[config.mk]
export PLATFORM = sky130hd
export DESIGN_NAME = tap_pulse_gap_decoder
export DESIGN_NICKNAME = d
export VERILOG_FILES = /design/src/design/tpgd_pkg.sv /design/src/design/tap_pulse_gap_decoder.sv
export SDC_FILE = /design/constraint.sdc
export NUM_CORES = 1
export LEC_CHECK = 0
export BUFFER_PORTS_ARGS = -buffer_cell sky130_fd_sc_hd__buf_2
export CORE_MARGIN = 4
export CORE_UTILIZATION = 52
export DETAILED_ROUTE_END_ITERATION = 6
export PLACE_DENSITY = 0.78
export SYNTH_ARGS = -nofsm -noshare
export SYNTH_HDL_FRONTEND = slang
export SYNTH_SLANG_ARGS = --single-unit
[constraint.sdc]
create_clock -name clk -period 3.87 [get_ports clk]
set_input_delay 0.5805 -clock clk [delete_from_list [all_inputs] [get_ports clk]]
set_output_delay 0.5805 -clock clk [all_outputs]
set_load 0.01 [all_outputs]
[src/design/tpgd_pkg.sv]
// ----------------------------------------------------------------------------
// tpgd_pkg
// shared widths, register indexes and version codes of the tape gap decoder
// ----------------------------------------------------------------------------
package tpgd_pkg;

    localparam int BYTE_W  = 8;
    localparam int ACC_W   = 24;
    localparam int GAP_W   = 25;
    localparam int VER_W   = 2;
    localparam int IDX_W   = 2;
    localparam int CFG_W   = 24;
    localparam int PHASE_W = 2;

    localparam logic [IDX_W-1:0] REG_TAP_VERSION    = 2'd0;
    localparam logic [IDX_W-1:0] REG_C16_MODE       = 2'd1;
    localparam logic [IDX_W-1:0] REG_ZERO_GAP_DELAY = 2'd2;
    localparam logic [IDX_W-1:0] REG_SPEED_TUNING   = 2'd3;

    localparam logic [VER_W-1:0] VER_0 = 2'd0;
    localparam logic [VER_W-1:0] VER_1 = 2'd1;

    localparam logic [PHASE_W-1:0] PHASE_IDLE = 2'd0;
    localparam logic [PHASE_W-1:0] PHASE_B0   = 2'd1;
    localparam logic [PHASE_W-1:0] PHASE_B1   = 2'd2;
    localparam logic [PHASE_W-1:0] PHASE_B2   = 2'd3;

    localparam logic [ACC_W-1:0]  ZERO_GAP_RESET    = 24'd20000;
    localparam logic [BYTE_W-1:0] SPEED_TUNE_RESET  = 8'd1;

    typedef logic [GAP_W-1:0] gap_t;

endpackage

[src/design/tap_pulse_gap_decoder.sv]
// ----------------------------------------------------------------------------
// tap_pulse_gap_decoder
// turns a forward stream of tape image bytes into pulse gap lengths in cycles
// ----------------------------------------------------------------------------
// One tape byte is taken per cycle while in_stall is low and decoded in a single
// pass into an output register. A nonzero byte gives byte*8 plus the speed tuning
// value; a zero byte gives the zero gap delay plus the speed tuning value (version 0
// without half-wave mode) or opens a long gap whose next three bytes, low byte
// first, form a 24-bit count (zero meaning the zero gap delay). In half-wave mode
// version 0 and 1 gaps go out twice, higher versions doubled. A gap sent twice
// holds the output register for two transfers, so the input is held until the
// second transfer goes out; bytes that give no result still wait while it is full.
module tap_pulse_gap_decoder
    import tpgd_pkg::*;
(
    input  logic              clk,
    input  logic              rst_n,
    input  logic              cfg_write_en,
    input  logic [IDX_W-1:0]  cfg_index,
    input  logic [CFG_W-1:0]  cfg_data,
    input  logic              in_valid,
    output logic              in_stall,
    input  logic [BYTE_W-1:0] tape_byte,
    output logic              out_valid,
    input  logic              out_stall,
    output logic [GAP_W-1:0]  gap_cycles,
    output logic              last_of_run
);

    logic [VER_W-1:0]   tap_version_reg;
    logic               c16_mode_reg;
    logic [ACC_W-1:0]   zero_gap_delay_reg;
    logic [BYTE_W-1:0]  speed_tuning_reg;

    logic [PHASE_W-1:0] phase_reg, phase_next;
    logic [ACC_W-1:0]   accum_reg, accum_next;

    logic               valid_reg, valid_next;
    logic               twice_reg, twice_next;
    gap_t               gap_reg, gap_next;

    logic               in_xfer;
    logic               out_xfer;
    logic               emit;
    gap_t               raw_gap;
    gap_t               sent_gap;
    logic               send_twice;
    logic [ACC_W-1:0]   long_count;

    // configuration
    always_ff @(posedge clk or negedge rst_n)
    begin
        if (!rst_n)
        begin
            tap_version_reg    <= VER_0;
            c16_mode_reg       <= 1'b0;
            zero_gap_delay_reg <= ZERO_GAP_RESET;
            speed_tuning_reg   <= SPEED_TUNE_RESET;
        end
        else if (cfg_write_en)
        begin
            unique case (cfg_index)
                REG_TAP_VERSION:    tap_version_reg    <= cfg_data[VER_W-1:0];
                REG_C16_MODE:       c16_mode_reg       <= cfg_data[0];
                REG_ZERO_GAP_DELAY: zero_gap_delay_reg <= cfg_data[ACC_W-1:0];
                REG_SPEED_TUNING:   speed_tuning_reg   <= cfg_data[BYTE_W-1:0];
                default:            ;
            endcase
        end
    end

    assign out_xfer = valid_reg && !out_stall;
    assign in_stall = valid_reg && !(out_xfer && !twice_reg);
    assign in_xfer  = in_valid && !in_stall;

    assign long_count = {tape_byte, accum_reg[2*BYTE_W-1:0]};

    // decode
    always_comb
    begin
        phase_next = phase_reg;
        accum_next = accum_reg;
        emit       = 1'b0;
        raw_gap    = '0;
        case (phase_reg)
            PHASE_B0:
            begin
                accum_next = {{(ACC_W-BYTE_W){1'b0}}, tape_byte};
                phase_next = PHASE_B1;
            end
            PHASE_B1:
            begin
                accum_next = {{BYTE_W{1'b0}}, tape_byte, accum_reg[BYTE_W-1:0]};
                phase_next = PHASE_B2;
            end
            PHASE_B2:
            begin
                accum_next = '0;
                phase_next = PHASE_IDLE;
                emit       = 1'b1;
                raw_gap    = (long_count != '0) ? {1'b0, long_count}
                                                : {1'b0, zero_gap_delay_reg};
            end
            default:
            begin
                if (tape_byte != '0)
                begin
                    emit    = 1'b1;
                    raw_gap = {{(GAP_W-BYTE_W-3){1'b0}}, tape_byte, 3'b000}
                            + {{(GAP_W-BYTE_W){1'b0}}, speed_tuning_reg};
                end
                else if (tap_version_reg != VER_0 || c16_mode_reg)
                begin
                    accum_next = '0;
                    phase_next = PHASE_B0;
                end
                else
                begin
                    emit    = 1'b1;
                    raw_gap = {1'b0, zero_gap_delay_reg}
                            + {{(GAP_W-BYTE_W){1'b0}}, speed_tuning_reg};
                end
            end
        endcase
    end

    // half-wave handling
    assign send_twice = c16_mode_reg
                     && (tap_version_reg == VER_0 || tap_version_reg == VER_1);
    assign sent_gap   = (c16_mode_reg && !send_twice) ? {raw_gap[GAP_W-2:0], 1'b0}
                                                      : raw_gap;

    // output register
    always_comb
    begin
        valid_next = valid_reg;
        twice_next = twice_reg;
        gap_next   = gap_reg;
        if (out_xfer)
        begin
            if (twice_reg)
                twice_next = 1'b0;
            else
                valid_next = 1'b0;
        end
        if (in_xfer && emit)
        begin
            valid_next = 1'b1;
            twice_next = send_twice;
            gap_next   = sent_gap;
        end
    end

    always_ff @(posedge clk or negedge rst_n)
    begin
        if (!rst_n)
        begin
            phase_reg <= PHASE_IDLE;
            accum_reg <= '0;
            valid_reg <= 1'b0;
            twice_reg <= 1'b0;
        end
        else
        begin
            valid_reg <= valid_next;
            twice_reg <= twice_next;
            if (in_xfer)
            begin
                phase_reg <= phase_next;
                accum_reg <= accum_next;
            end
        end
    end

    always_ff @(posedge clk)
    begin
        gap_reg <= gap_next;
    end

    assign out_valid   = valid_reg;
    assign gap_cycles  = gap_reg;
    assign last_of_run = !twice_reg;

`ifndef SYNTHESIS
    a_twice_needs_valid: assert property (@(posedge clk) disable iff (!rst_n)
        twice_reg |-> valid_reg)
        else $error("pending second half wave without a valid result");

    a_second_half: assert property (@(posedge clk) disable iff (!rst_n)
        (out_xfer && !last_of_run) |=> (out_valid && last_of_run
                                        && $stable(gap_cycles)))
        else $error("second half wave missing or changed");

    a_long_gap_result: assert property (@(posedge clk) disable iff (!rst_n)
        (in_xfer && phase_reg == PHASE_B2) |=> (valid_reg && phase_reg == PHASE_IDLE))
        else $error("third long gap byte gave no result");

    a_no_accept_over_full: assert property (@(posedge clk) disable iff (!rst_n)
        (in_xfer && valid_reg) |-> (out_xfer && !twice_reg))
        else $error("byte accepted while result register held");
`endif

endmodule
# Word level (Yosys, flattened, before mapping)
# Index checks and enable logic that the tools add are counted.
# totals
regBits	80
inputBits	39
out_inout_bits	28
wordCells	73
# classes
add_sub_neg	2
n_eq_ne	10
mux	19
bitwise_logic	1
n_reduce_logical	30
# op_table
cell	n
25-bit 2-to-1 mux	3
25-bit one-hot mux with 2 select lines	1
16-bit one-hot mux with 3 select lines	1
16-bit 2-to-1 mux	2
24-bit by 8-bit adder with 25-bit output	1
24-bit 2-to-1 mux	1
24-bit nonzero test	1
11-bit by 8-bit adder with 12-bit output	1
2-bit AND reduction	5
2-bit equality test, second input constant	4
8-bit nonzero test	1
1-bit logical AND	7
1-bit 2-to-1 mux	7
2-bit by 1-bit equality test with 1-bit output, second input constant	3
2-bit one-hot mux with 3 select lines	1
1-bit zero test	5
2-bit zero test	2
2-bit 2-to-1 mux	2
4-bit by 1-bit != test with 1-bit output, second input constant	1
4-bit AND reduction	1
2-bit nonzero test	2
4-bit nonzero test	1
3-bit by 1-bit != test with 1-bit output, second input constant	1
3-bit AND reduction	1
6 further kinds	7

# Logic depth before layout (Yosys ltp)
# Gate-level depths: netlist of run 1.
# depth
word_depth	10
ltp_mapped	10

# Least setup slack after synthesis of run 1
# OpenSTA, ideal clock, no wires.
# synth_timing
path_type	register to register
from	register speed_tuning_reg[0]
to	register gap_reg[11], in the netlist gap_cycles[11], data pin
arrival_ns	2.493
t_required_ns	3.593
setup_slack_ns	1.099
path_stages_with_launch	11
cell_sequence	dfstp_2 -> ha_1 -> inv_1 -> fa_1 -> nand2b_1 -> a211oi_2 -> o21ai_2 -> or2_1 -> a21o_1 -> a222oi_1 -> a22oi_1
# synth_via
elab_chain_cells	5
elab_cells_between_ends	6
classes_between	add/sub (2); mux (4)
# synth_rtl
element	line_no	text
from (decl)	tap_pulse_gap_decoder.sv:33	logic [BYTE_W-1:0] speed_tuning_reg;
from (signal assigned)	tap_pulse_gap_decoder.sv:66	REG_SPEED_TUNING: speed_tuning_reg <= cfg_data[BYTE_W-1:0];
24-bit by 8-bit adder with 25-bit output	tap_pulse_gap_decoder.sv:121	+ {{(GAP_W-BYTE_W){1'b0}}, speed_tuning_reg};
25-bit 2-to-1 mux	tap_pulse_gap_decoder.sv:112	else if (tap_version_reg != VER_0 || c16_mode_reg)
25-bit 2-to-1 mux (*)	tap_pulse_gap_decoder.sv:106	if (tape_byte != '0)
25-bit one-hot mux with 2 select lines (*)	tap_pulse_gap_decoder.sv:85	case (phase_reg)
25-bit 2-to-1 mux (*)	tap_pulse_gap_decoder.sv:130	assign sent_gap = (c16_mode_reg && !send_twice) ? {raw_gap[GAP_W-2:0], 1'b0}
net sent_gap[11]	tap_pulse_gap_decoder.sv:46	gap_t sent_gap;
to (signal assigned)	tap_pulse_gap_decoder.sv:177	gap_reg <= gap_next;
to (decl)	tap_pulse_gap_decoder.sv:40	gap_t gap_reg, gap_next;
# Mark *: on every way through the listed nets, which the timed path passes. The rest lies on a longest branch.
# A chain may end at the register's enable or synchronous reset.

# Final worst setup path of run 1
# layout_timing
from	register phase_reg[0]
to	register gap_reg[9], in the netlist gap_cycles[9], data pin
# layout_via
elab_chain_cells	4
elab_cells_between_ends	6
classes_between	eq/ne (3); mux (2); reduce/logical (1)
# layout_rtl
element	line_no	text
from (decl)	tap_pulse_gap_decoder.sv:35	logic [PHASE_W-1:0] phase_reg, phase_next;
from (signal assigned)	tap_pulse_gap_decoder.sv:169	phase_reg <= phase_next;
2-bit equality test or 2-bit by 1-bit equality test with 1-bit output (tied branches)	tap_pulse_gap_decoder.sv:85	
2-bit OR reduction (no source line)	n/a	
25-bit one-hot mux with 2 select lines (*)	tap_pulse_gap_decoder.sv:85	
25-bit 2-to-1 mux (*)	tap_pulse_gap_decoder.sv:130	
net sent_gap[9]	tap_pulse_gap_decoder.sv:46	
# Marks and branches as above.

==> impl_metrics.env, run 1 <==
export IMPL_track_usage_pct=23.6
export IMPL_clk_latency_ns=0.37
export IMPL_rsz0062_at_grt="false"
export IMPL_nNetsFinal=588
export IMPL_syn_area_um2=4810
export IMPL_yosys_warnings=0
export IMPL_leakage_nw=2.30
export IMPL_cts_resized=0
export IMPL_timing_critical_path_to_type="register"
export IMPL_power_frac_comb_pct=40.7
export IMPL_htreeDepth=3
export IMPL_cts_clk_slew_worst_paths_ns=0.09
export IMPL_tightest_slew_ns=1.22
export IMPL_pre_cts_ws_ns=0.827
export IMPL_n_fill_cell=730
export IMPL_crit_type="reg -> reg"
export IMPL_final_cell_area_um2=5430
export IMPL_layout_setup_ws_ns=0.763
export IMPL_grt_antenna_before_repair=0
export IMPL_powerDensity_nw_per_um2=654
export IMPL_final_common_cell="buf_2"
export IMPL_period_share_pct=80.3
export IMPL_p_clk_share_pct=19.4
export IMPL_synthToLayoutAreaGrowth_pct=12.7
export IMPL_synthFlopType="dfrtp_1"
export IMPL_totalNegativeSetupSlack_ns=0
export IMPL_cts_buffer_depth=2
export IMPL_ioPinCount=67
export IMPL_ys_types=72
export IMPL_cts_root_buf="clkbuf_8"
export IMPL_syn_inst=471
export IMPL_via_count=4136
export IMPL_overflow=0
export IMPL_slew_limit_headroom_pct=18.7
export IMPL_cap_violations=0
export IMPL_wire_per_inst_um=19.6
export IMPL_postRouteAntennaNets=0
export IMPL_firstDrtPassIters=6
export IMPL_syn_nets=529
export IMPL_vias_per_cell=6.43
export IMPL_placed_area_um2=5210
export IMPL_synth_edf_count=25
export IMPL_path_max_fanout=20
export IMPL_hpwl_um=9110
export IMPL_ys_ff_latch=80
export IMPL_drcViolationCount=0
export IMPL_setup_violations_final=0
export IMPL_grt_pass1_vias=3961
export IMPL_core_region_area_um2=8850
export IMPL_final_util_pct=61.3
export IMPL_post_cts_buffers=0
export IMPL_clkSinkCount=80
export IMPL_switching_share_pct=40.8
export IMPL_die_h_um=104
export IMPL_cts_inserted_buffers=9
export IMPL_drt_initial_drc_count=598
export IMPL_dieWidth_um=104
export IMPL_ctsHoldBuffers=0
export IMPL_initial_core_util_pct=54.4
export IMPL_hold_path_class="in -> async"
export IMPL_max_freq_ghz=0.322
export IMPL_arrival_ns=3.18
export IMPL_p_switching_mw=1.45
export IMPL_fin_crit_ns=3.11
export IMPL_final_cell_mix="buf_2, dfrtp_1, nand2_1, a21oi_1, mux2_2"
export IMPL_cts_tree="yes"
export IMPL_outcome="finished clean"
export IMPL_grt_max_degree=30
export IMPL_grt_pass1_wl_um=20600
export IMPL_worstSetupStartpointType="register"
export IMPL_p_int_mw=2.10
export IMPL_wl_um=12600
export IMPL_slew_viol_final=0
export IMPL_finalClockSkew_ns=0.0129
export IMPL_final_hold_violation_count=0
export IMPL_required_ns=3.94
export IMPL_antennaDiodeCount=0
export IMPL_pwr_share_seq_pct=39.9
export IMPL_numPortBuffers=66
export IMPL_routabilityCongestion=0.981
export IMPL_die_area_um2=10900
export IMPL_synth_avg_cell_area_um2=10.2
export IMPL_seq_area_frac_synth_pct=44.3
export IMPL_layout_drive_gt1_share_pct=26.7
export IMPL_async_flop_share_pct=68.8
export IMPL_rows=34
export IMPL_ir_worst_vdd_mv=0.251
export IMPL_largest_register_ffs=25
power by group through the flow:
stage / Sequential [mW] / Clock (mW) / Combinational [mW]
after floorplan: 1.39 / 0 / 0.983
after global routing: 1.44 / 0.727 / 1.59
after global placement: 1.41 / 0 / 1.37
after CTS: 1.41 / 0.689 / 1.42
final: 1.42 / 0.688 / 1.45
after detailed placement: 1.42 / 0 / 1.41
final timing paths:
path                       cells after the start     startpoint                     end  slack, ns
setup / recovery                               9   phase_reg[0]           gap_cycles[9]       0.76
hold / removal                                 1          rst_n      tap_version_reg[1]       0.22
setup reg to reg                               9   phase_reg[0]           gap_cycles[9]       0.76
hold reg to reg                                2  accum_reg[12]           accum_reg[12]       0.53
max in group asynchronous                      2          rst_n   zero_gap_delay_reg[9]       2.79
min in group clk                               2   cfg_data[17]  zero_gap_delay_reg[17]       0.45
through the flow:
step                power [mW]  hold slack [ns]  std cells
finish                    3.55            0.224        643
floorplan                 2.37            0.285        471
CTS                       3.51            0.241        643
global route              3.76            0.273        643
global placement          2.78            0.505        627
detailed placement        2.83            0.517        627
routing by layer:
metal  GRT usage [%]  routed length (um)  share of wire (%)
met4            8.93                 359                2.9
met5               0                   0                  0
met2            36.2                5720                 45
met1            32.3                5210                 41
met3            5.77                1290                 10
cell type report:
class	count	area (um^2)	share of cell area [%]
Tap cell	108	135	2.49
Clock inverter	2	35.0	0.645
Multi-Input combinational cell	346	2490	45.9
Timing Repair Buffer	70	360	6.64
Sequential cell	80	2130	39.3
Inverter	23	86.3	1.59
Clock buffer	14	184	3.39
synth_stat cells, drive strengths merged (6+ instances only):
library cell | number | area share (%)
a21o | 6 | 0.94
a221oi | 8 | 1.5
a21oi | 37 | 3.8
edfxtp | 25 | 16
nand2 | 46 | 3.6
clkbuf | 16 | 1.2
nor3 | 9 | 1.3
o21ai | 34 | 3.6
dfrtp | 49 | 25
dfstp | 6 | 3.3
mux2i | 15 | 3.1
ha | 17 | 4.4
mux2 | 35 | 8.2
inv | 23 | 1.8
nor2 | 20 | 1.8
xor2 | 8 | 1.5
nor4 | 10 | 1.9
nand4 | 13 | 1.8
nand3 | 13 | 1.4
buf | 6 | 0.86
worst max-delay path, stage by stage, from the launching register on:
cell	delay, ns
dfrtp_1	0.41
inv_1	0.10
ha_1	0.67
nand2b_1	0.54
nor3_1	0.12
buf_4	0.21
a21oi_1	0.12
mux2i_1	0.08
a221oi_1	0.40
mux2i_1	0.14
kinds of logic after synthesis:
family / synth area share, %
flops: 44.3
compound gates: 17.7
fa+ha+maj: 5.25
xor+xnor: 2.18
mux: 11.3
buf+inv: 3.90
simple gates: 15.3
No activity file was read; power rests on OpenSTA's default activity.
==> run 2: changes to the inputs <==
--- a/config.mk
+++ b/config.mk
@@ -9,7 +9,7 @@
 export CORE_MARGIN = 4
 export CORE_UTILIZATION = 52
 export DETAILED_ROUTE_END_ITERATION = 6
-export PLACE_DENSITY = 0.78
+export PLACE_DENSITY = 0.81
 export SYNTH_ARGS = -nofsm -noshare
 export SYNTH_HDL_FRONTEND = slang
 export SYNTH_SLANG_ARGS = --single-unit
==> constraint.sdc (replaced) <==
create_clock -name clk -period 2.64 [get_ports clk]
set_input_delay 0.396 -clock clk [delete_from_list [all_inputs] [get_ports clk]]
set_output_delay 0.396 -clock clk [all_outputs]
set_load 0.01 [all_outputs]
==> run 2 against run 1 <==
  * Utilization up 5.3 points
  * The run now ends with negative setup slack left
  * Non-clock buffer count grew 45
  * Largest cell class unchanged
  * Worst setup slack worse by 1.0 ns
==> impl_metrics.env, run 2 (synthesis gave the netlist of run 1 again) <==
export IMPL_routabilityCongestion=0.954
export IMPL_wire_per_inst_um=19.8
export IMPL_final_common_cell="buf_2"
export IMPL_outcome="complete, but fails checks"
export IMPL_cts_root_buf="clkbuf_8"
export IMPL_grt_antenna_before_repair=0
export IMPL_rsz0062_at_grt="true"
export IMPL_postRouteAntennaNets=0
export IMPL_power_frac_comb_pct=46.4
export IMPL_track_usage_pct=25.2
export IMPL_hold_ws_ns=0.0142
export IMPL_vias_per_cell=6.34
export IMPL_core_region_area_um2=8850
export IMPL_worstSetupStartpointType="register"
export IMPL_final_cell_mix="buf_2, dfrtp_1, buf_4, nand2_1, mux2_2"
export IMPL_total_power_mw=5.53
export IMPL_cts_buffer_depth=2
export IMPL_die_area_um2=10900
export IMPL_layout_setup_ws_ns=-0.277
export IMPL_crit_type="reg -> reg"
export IMPL_drt_initial_drc_count=406
export IMPL_leakage_nw=2.54
export IMPL_finalClockSkew_ns=0.0170
export IMPL_cts_clk_slew_worst_paths_ns=0.10
export IMPL_ir_worst_vdd_mv=0.435
export IMPL_grt_max_degree=32
export IMPL_htreeDepth=3
export IMPL_cap_violations=0
export IMPL_tightest_slew_ns=1.02
export IMPL_switching_share_pct=41.8
export IMPL_fin_crit_ns=2.92
export IMPL_rows=34
export IMPL_cts_inserted_buffers=9
export IMPL_slew_limit_headroom_pct=31.8
export IMPL_nNetsFinal=633
export IMPL_die_h_um=104
export IMPL_largest_register_ffs=25
export IMPL_powerDensity_nw_per_um2=938
export IMPL_firstDrtPassIters=6
export IMPL_numPortBuffers=66
export IMPL_setup_violations_final=11
export IMPL_p_switching_mw=2.31
export IMPL_synthToLayoutAreaGrowth_pct=22.4
export IMPL_cts_tree="yes"
export IMPL_arrival_ns=2.99
export IMPL_cp_slowest_cell="dfstp_2"
export IMPL_clk_latency_ns=0.37
export IMPL_instances_no_fill=688
export IMPL_period_share_pct=110
export IMPL_hpwl_um=10000
export IMPL_required_ns=2.71
export IMPL_wl_um=13600
export IMPL_timing_critical_path_to_type="register"
export IMPL_cpPeakStageDelay_ns=0.56
export IMPL_dieWidth_um=104
export IMPL_drcViolationCount=0
export IMPL_via_count=4359
export IMPL_final_hold_violation_count=0
export IMPL_grt_pass1_vias=4343
export IMPL_clkSinkCount=80
export IMPL_crit_chain="ha_4 > inv_2 > fa_2 > nand2b_4 > a211oi_4 > o21ai_4 > or2_1 > a21o_1 > a222oi_1 > a22oi_1"
export IMPL_violations="negative setup slack"
export IMPL_max_freq_ghz=0.343
export IMPL_ioPinCount=67
export IMPL_path_max_fanout=5
export IMPL_slew_viol_final=0
export IMPL_n_fill_cell=676
export IMPL_ctsHoldBuffers=0
export IMPL_pwr_share_seq_pct=37.2
export IMPL_grt_pass1_wl_um=21900
export IMPL_antennaDiodeCount=0
export IMPL_layout_drive_gt1_share_pct=36.2
export IMPL_hold_path_class="in -> async"
export IMPL_p_int_mw=3.22
export IMPL_p_clk_share_pct=16.4
export IMPL_regToRegSetupSlack_ns=-0.28
export IMPL_overflow=0
export IMPL_initial_core_util_pct=54.4
export IMPL_dp_cells=669
run 2: cell types whose count changed in the layout (fill, tap and decap cells not counted), moves of 4 or more:
cell and delta:
a221oi_2 +4, buf_4 +43, a221oi_1 -4, a21oi_1 -4, a21oi_2 +4
run 2: power by group through the flow:
stage / Clock [mW] / Combinational (mW) / Sequential, mW
after CTS: 0.916 / 2.44 / 2.04
after global routing: 0.971 / 2.79 / 2.10
after floorplan: 0 / 1.46 / 2.04
after global placement: 0 / 2.29 / 2.05
final: 0.908 / 2.56 / 2.06
after detailed placement: 0 / 2.38 / 2.06
run 2: area by class of cell:
cell class,count,area (um^2),area share (%)
multi-input combinational,346,2630,44.6
sequential,80,2130,36.2
timing repair buffer,115,714,12.1
clock buffer,10,149,2.53
tap,108,135,2.29
inverter,23,86.3,1.46
clock inverter,6,47.5,0.807
run 2: per-stage QoR:
step	setup TNS (ns)	util, %	cell area [um^2]	setup slack (ns)
2_1_floorplan	-0.102	-	4840	-0.0644
3_3_place_gp	-0.697	62.8	5560	-0.141
5_1_grt	-3.19	66.6	5890	-0.405
6_report	-1.56	66.6	5890	-0.277
4_1_cts	-0.412	65.7	5820	-0.172
3_5_place_dp	-1.40	62.8	5560	-0.231
run 2: path summary, 6_finish.rpt:
check / cells after the start / startpoint / end
setup / recovery: 10 / speed_tuning_reg[0] / gap_cycles[11]
hold / removal: 1 / rst_n / accum_reg[3]
setup reg to reg: 10 / speed_tuning_reg[0] / gap_cycles[11]
hold reg to reg: 2 / accum_reg[9] / accum_reg[9]
max in group asynchronous: 2 / rst_n / zero_gap_delay_reg[9]
min in group clk: 2 / cfg_data[13] / zero_gap_delay_reg[13]
run 2: per-layer routing:
metal / global-route usage, % / part of all wire (%) / vias up
met4: 11.4 / 3.3 / 0
li1: - / - / 1967
met2: 40.1 / 47 / 273
met3: 5.96 / 9.9 / 55
met1: 32.7 / 39 / 2064
met5: 0 / 0 / -
run 2: timing repair:
| item | CTS | global route |
|---|---|---|
| setup buffers | 2 | 1 |
| setup endpoints to repair | 15 | 18 |
| pin swaps | 10 | 6 |
| resized for setup | 8 | 14 |
| endpoints found under the hold margin | 0 | 0 |
run 2: critical path: cells and delay by family (launching register included):
| family | cells | cell delay (ns) |
|---|---|---|
| compound gates | 5 | 1.15 |
| flops | 1 | 0.56 |
| fa+ha+maj | 2 | 0.46 |
| simple gates | 2 | 0.42 |
| buf+inv | 1 | 0.03 |
==> run 3: changes to the inputs <==
--- a/config.mk
+++ b/config.mk
@@ -6,10 +6,10 @@
 export NUM_CORES = 1
 export LEC_CHECK = 0
 export BUFFER_PORTS_ARGS = -buffer_cell sky130_fd_sc_hd__buf_2
-export CORE_MARGIN = 4
 export CORE_UTILIZATION = 52
+export CTS_BUF_LIST = sky130_fd_sc_hd__clkbuf_8
 export DETAILED_ROUTE_END_ITERATION = 6
-export PLACE_DENSITY = 0.81
+export PLACE_DENSITY = 0.72
 export SYNTH_ARGS = -nofsm -noshare
 export SYNTH_HDL_FRONTEND = slang
 export SYNTH_SLANG_ARGS = --single-unit
==> run 3 against run 2 <==
  * The flow finishes with violations (design-rule violations, negative setup slack)
  * Sequential power is essentially flat
  * Register-to-register slack gained 0.14 ns
  * Worst setup slack gained 0.14 ns
  * First-iteration DRC count grew 18%
  * Largest power group unchanged
  * Non-clock buffer count shrank 3
  * Power shrank 1.2%
  * Combinational power shrank 5%
  * Cell count shrank 0.44%
==> impl_metrics.env, run 3 (synthesis gave the netlist of run 1 again) <==
export IMPL_worstSetupStartpointType="register"
export IMPL_cts_root_buf="clkbuf_8"
export IMPL_fin_crit_ns=2.77
export IMPL_ioPinCount=67
export IMPL_final_cell_mix="buf_2, dfrtp_1, nand2_1, buf_4"
export IMPL_routabilityCongestion=0.966
export IMPL_cts_tree="yes"
export IMPL_n_fill_cell=736
export IMPL_worst_path_buf_inv=1
export IMPL_outcome="complete, but fails checks"
export IMPL_nNetsFinal=630
export IMPL_hold_path_class="in -> async"
export IMPL_cp_slowest_cell="dfstp_2"
export IMPL_final_util_pct=66.2
export IMPL_final_cell_area_um2=5860
export IMPL_clk_latency_ns=0.36
export IMPL_cap_violations=0
export IMPL_die_h_um=98.2
export IMPL_ir_worst_vdd_mv=0.421
export IMPL_die_area_um2=9650
export IMPL_initial_core_util_pct=54.4
export IMPL_crit_chain="ha_4 > inv_2 > fa_2 > nand2b_4 > a211oi_4 > o21ai_2 > or2_1 > a21o_1 > a222oi_1 > a22oi_1"
export IMPL_timing_critical_path_to_type="register"
export IMPL_setup_violations_final=9
export IMPL_totalNegativeSetupSlack_ns=-0.680
export IMPL_required_ns=2.70
export IMPL_regToRegSetupSlack_ns=-0.13
export IMPL_grt_antenna_before_repair=0
export IMPL_layout_setup_ws_ns=-0.134
export IMPL_final_hold_violation_count=0
export IMPL_cp_top_family="compound AO/OA/AOI/OAI gates"
export IMPL_grt_max_degree=56
export IMPL_layout_drive_gt1_share_pct=35.0
export IMPL_grt_pass1_wl_um=21200
export IMPL_firstDrtPassIters=7
export IMPL_cts_clk_slew_worst_paths_ns=0.08
export IMPL_rsz0062_at_grt="true"
export IMPL_arrival_ns=2.83
export IMPL_violations="design-rule violations, negative setup slack"
export IMPL_cts_inserted_buffers=9
export IMPL_cpPeakStageDelay_ns=0.56
export IMPL_powerDensity_nw_per_um2=933
export IMPL_clkSinkCount=80
export IMPL_tightest_slew_ns=1.09
export IMPL_dieWidth_um=98.2
export IMPL_track_usage_pct=28.7
export IMPL_vias_per_cell=6.27
export IMPL_grt_pass1_vias=4080
export IMPL_hold_ws_ns=0.0222
export IMPL_drcViolationCount=7
export IMPL_wl_um=13000
export IMPL_postRouteAntennaNets=0
export IMPL_leakage_nw=2.54
export IMPL_cts_buffer_depth=2
export IMPL_path_max_fanout=2
export IMPL_drt_initial_drc_count=479
export IMPL_r2r_start="speed_tuning_reg[0]"
export IMPL_slew_limit_headroom_pct=27.6
export IMPL_synthToLayoutAreaGrowth_pct=21.6
export IMPL_hpwl_um=9530
export IMPL_pre_cts_ws_ns=-0.166
export IMPL_timing_rr_end="gap_cycles[11]"
export IMPL_period_share_pct=105
export IMPL_final_common_cell="buf_2"
export IMPL_r2r_worst_path_cells=10
export IMPL_overflow=0
export IMPL_ctsHoldBuffers=0
export IMPL_via_count=4294
export IMPL_rows=34
export IMPL_finalClockSkew_ns=0.0145
export IMPL_wire_per_inst_um=19.0
export IMPL_numPortBuffers=66
export IMPL_max_freq_ghz=0.360
export IMPL_antennaDiodeCount=0
export IMPL_slew_viol_final=0
export IMPL_core_region_area_um2=8850
export IMPL_htreeDepth=3
export IMPL_placed_area_um2=5530
export IMPL_crit_type="reg -> reg"
export IMPL_largest_register_ffs=25
## run 3: changes by cell type in the layout (fill, tap and decap cells not counted), moves of 2 or more
| cell | previous run | this run |
|---|---|---|
| bufinv_16 | 0 | 2 |
| inv_1 | 22 | 25 |
| a21oi_2 | 4 | 2 |
| buf_4 | 47 | 44 |
| o21ai_2 | 0 | 3 |
| a21oi_1 | 33 | 35 |
| inv_6 | 3 | 0 |
## run 3: metrics by stage
stage	instances	power, mW
final	685	5.46
after global placement	665	4.29
after detailed placement	665	4.36
after floorplan	471	3.49
after CTS	683	5.37
after global routing	685	5.80
## run 3: timing repair
action | CTS | global route
pin swaps | 4 | 5
setup endpoints to repair | 15 | 19
buffers inserted | 2 | 4
gates resized for setup | 8 | 11
## run 3: metal layers
layer | GRT usage [%] | part of all wire [%]
met1 | 40.1 | 42
met3 | 5.44 | 9.7
met4 | 13.1 | 3.8
met2 | 43.4 | 44
met5 | 0 | 0
## run 3: how the worst max path moves through the flow
stage | from | end | slack (ns) | depth (start not counted)
floorplan | speed_tuning_reg[0] | gap_cycles[11] | -0.06 | 10
global placement | speed_tuning_reg[0] | gap_cycles[11] | -0.12 | 10
detailed placement | speed_tuning_reg[0] | gap_cycles[12] | -0.17 | 11
CTS | speed_tuning_reg[0] | gap_cycles[10] | -0.11 | 10
global route | speed_tuning_reg[0] | gap_cycles[11] | -0.29 | 10
finish | speed_tuning_reg[0] | gap_cycles[11] | -0.13 | 10
## run 3: area by class of cell
cell class | count | area, um^2 | share of cell area (%)
timing repair buffer | 112 | 692 | 11.8
clock inverter | 7 | 81.3 | 1.39
tap | 108 | 135 | 2.31
inverter | 23 | 86.3 | 1.47
multi-input combinational | 346 | 2600 | 44.5
sequential | 80 | 2130 | 36.4
clock buffer | 9 | 124 | 2.11
## run 3: worst register-to-register path, delay by kind of cell, from the launching register on
family	cells	cell delay, ns
adders and majority gates	2	0.50
DFF	1	0.56
AOI/OAI and AO/OA	5	0.98
and+or+nand+nor	2	0.39
buffers and inverters	1	0.04
## run 3: power breakdown
part / total [mW] / internal [mW] / switching, mW
sequential: 2.06 / 1.74 / 0.317
combinational: 2.44 / 1.02 / 1.43
clock: 0.963 / 0.520 / 0.443
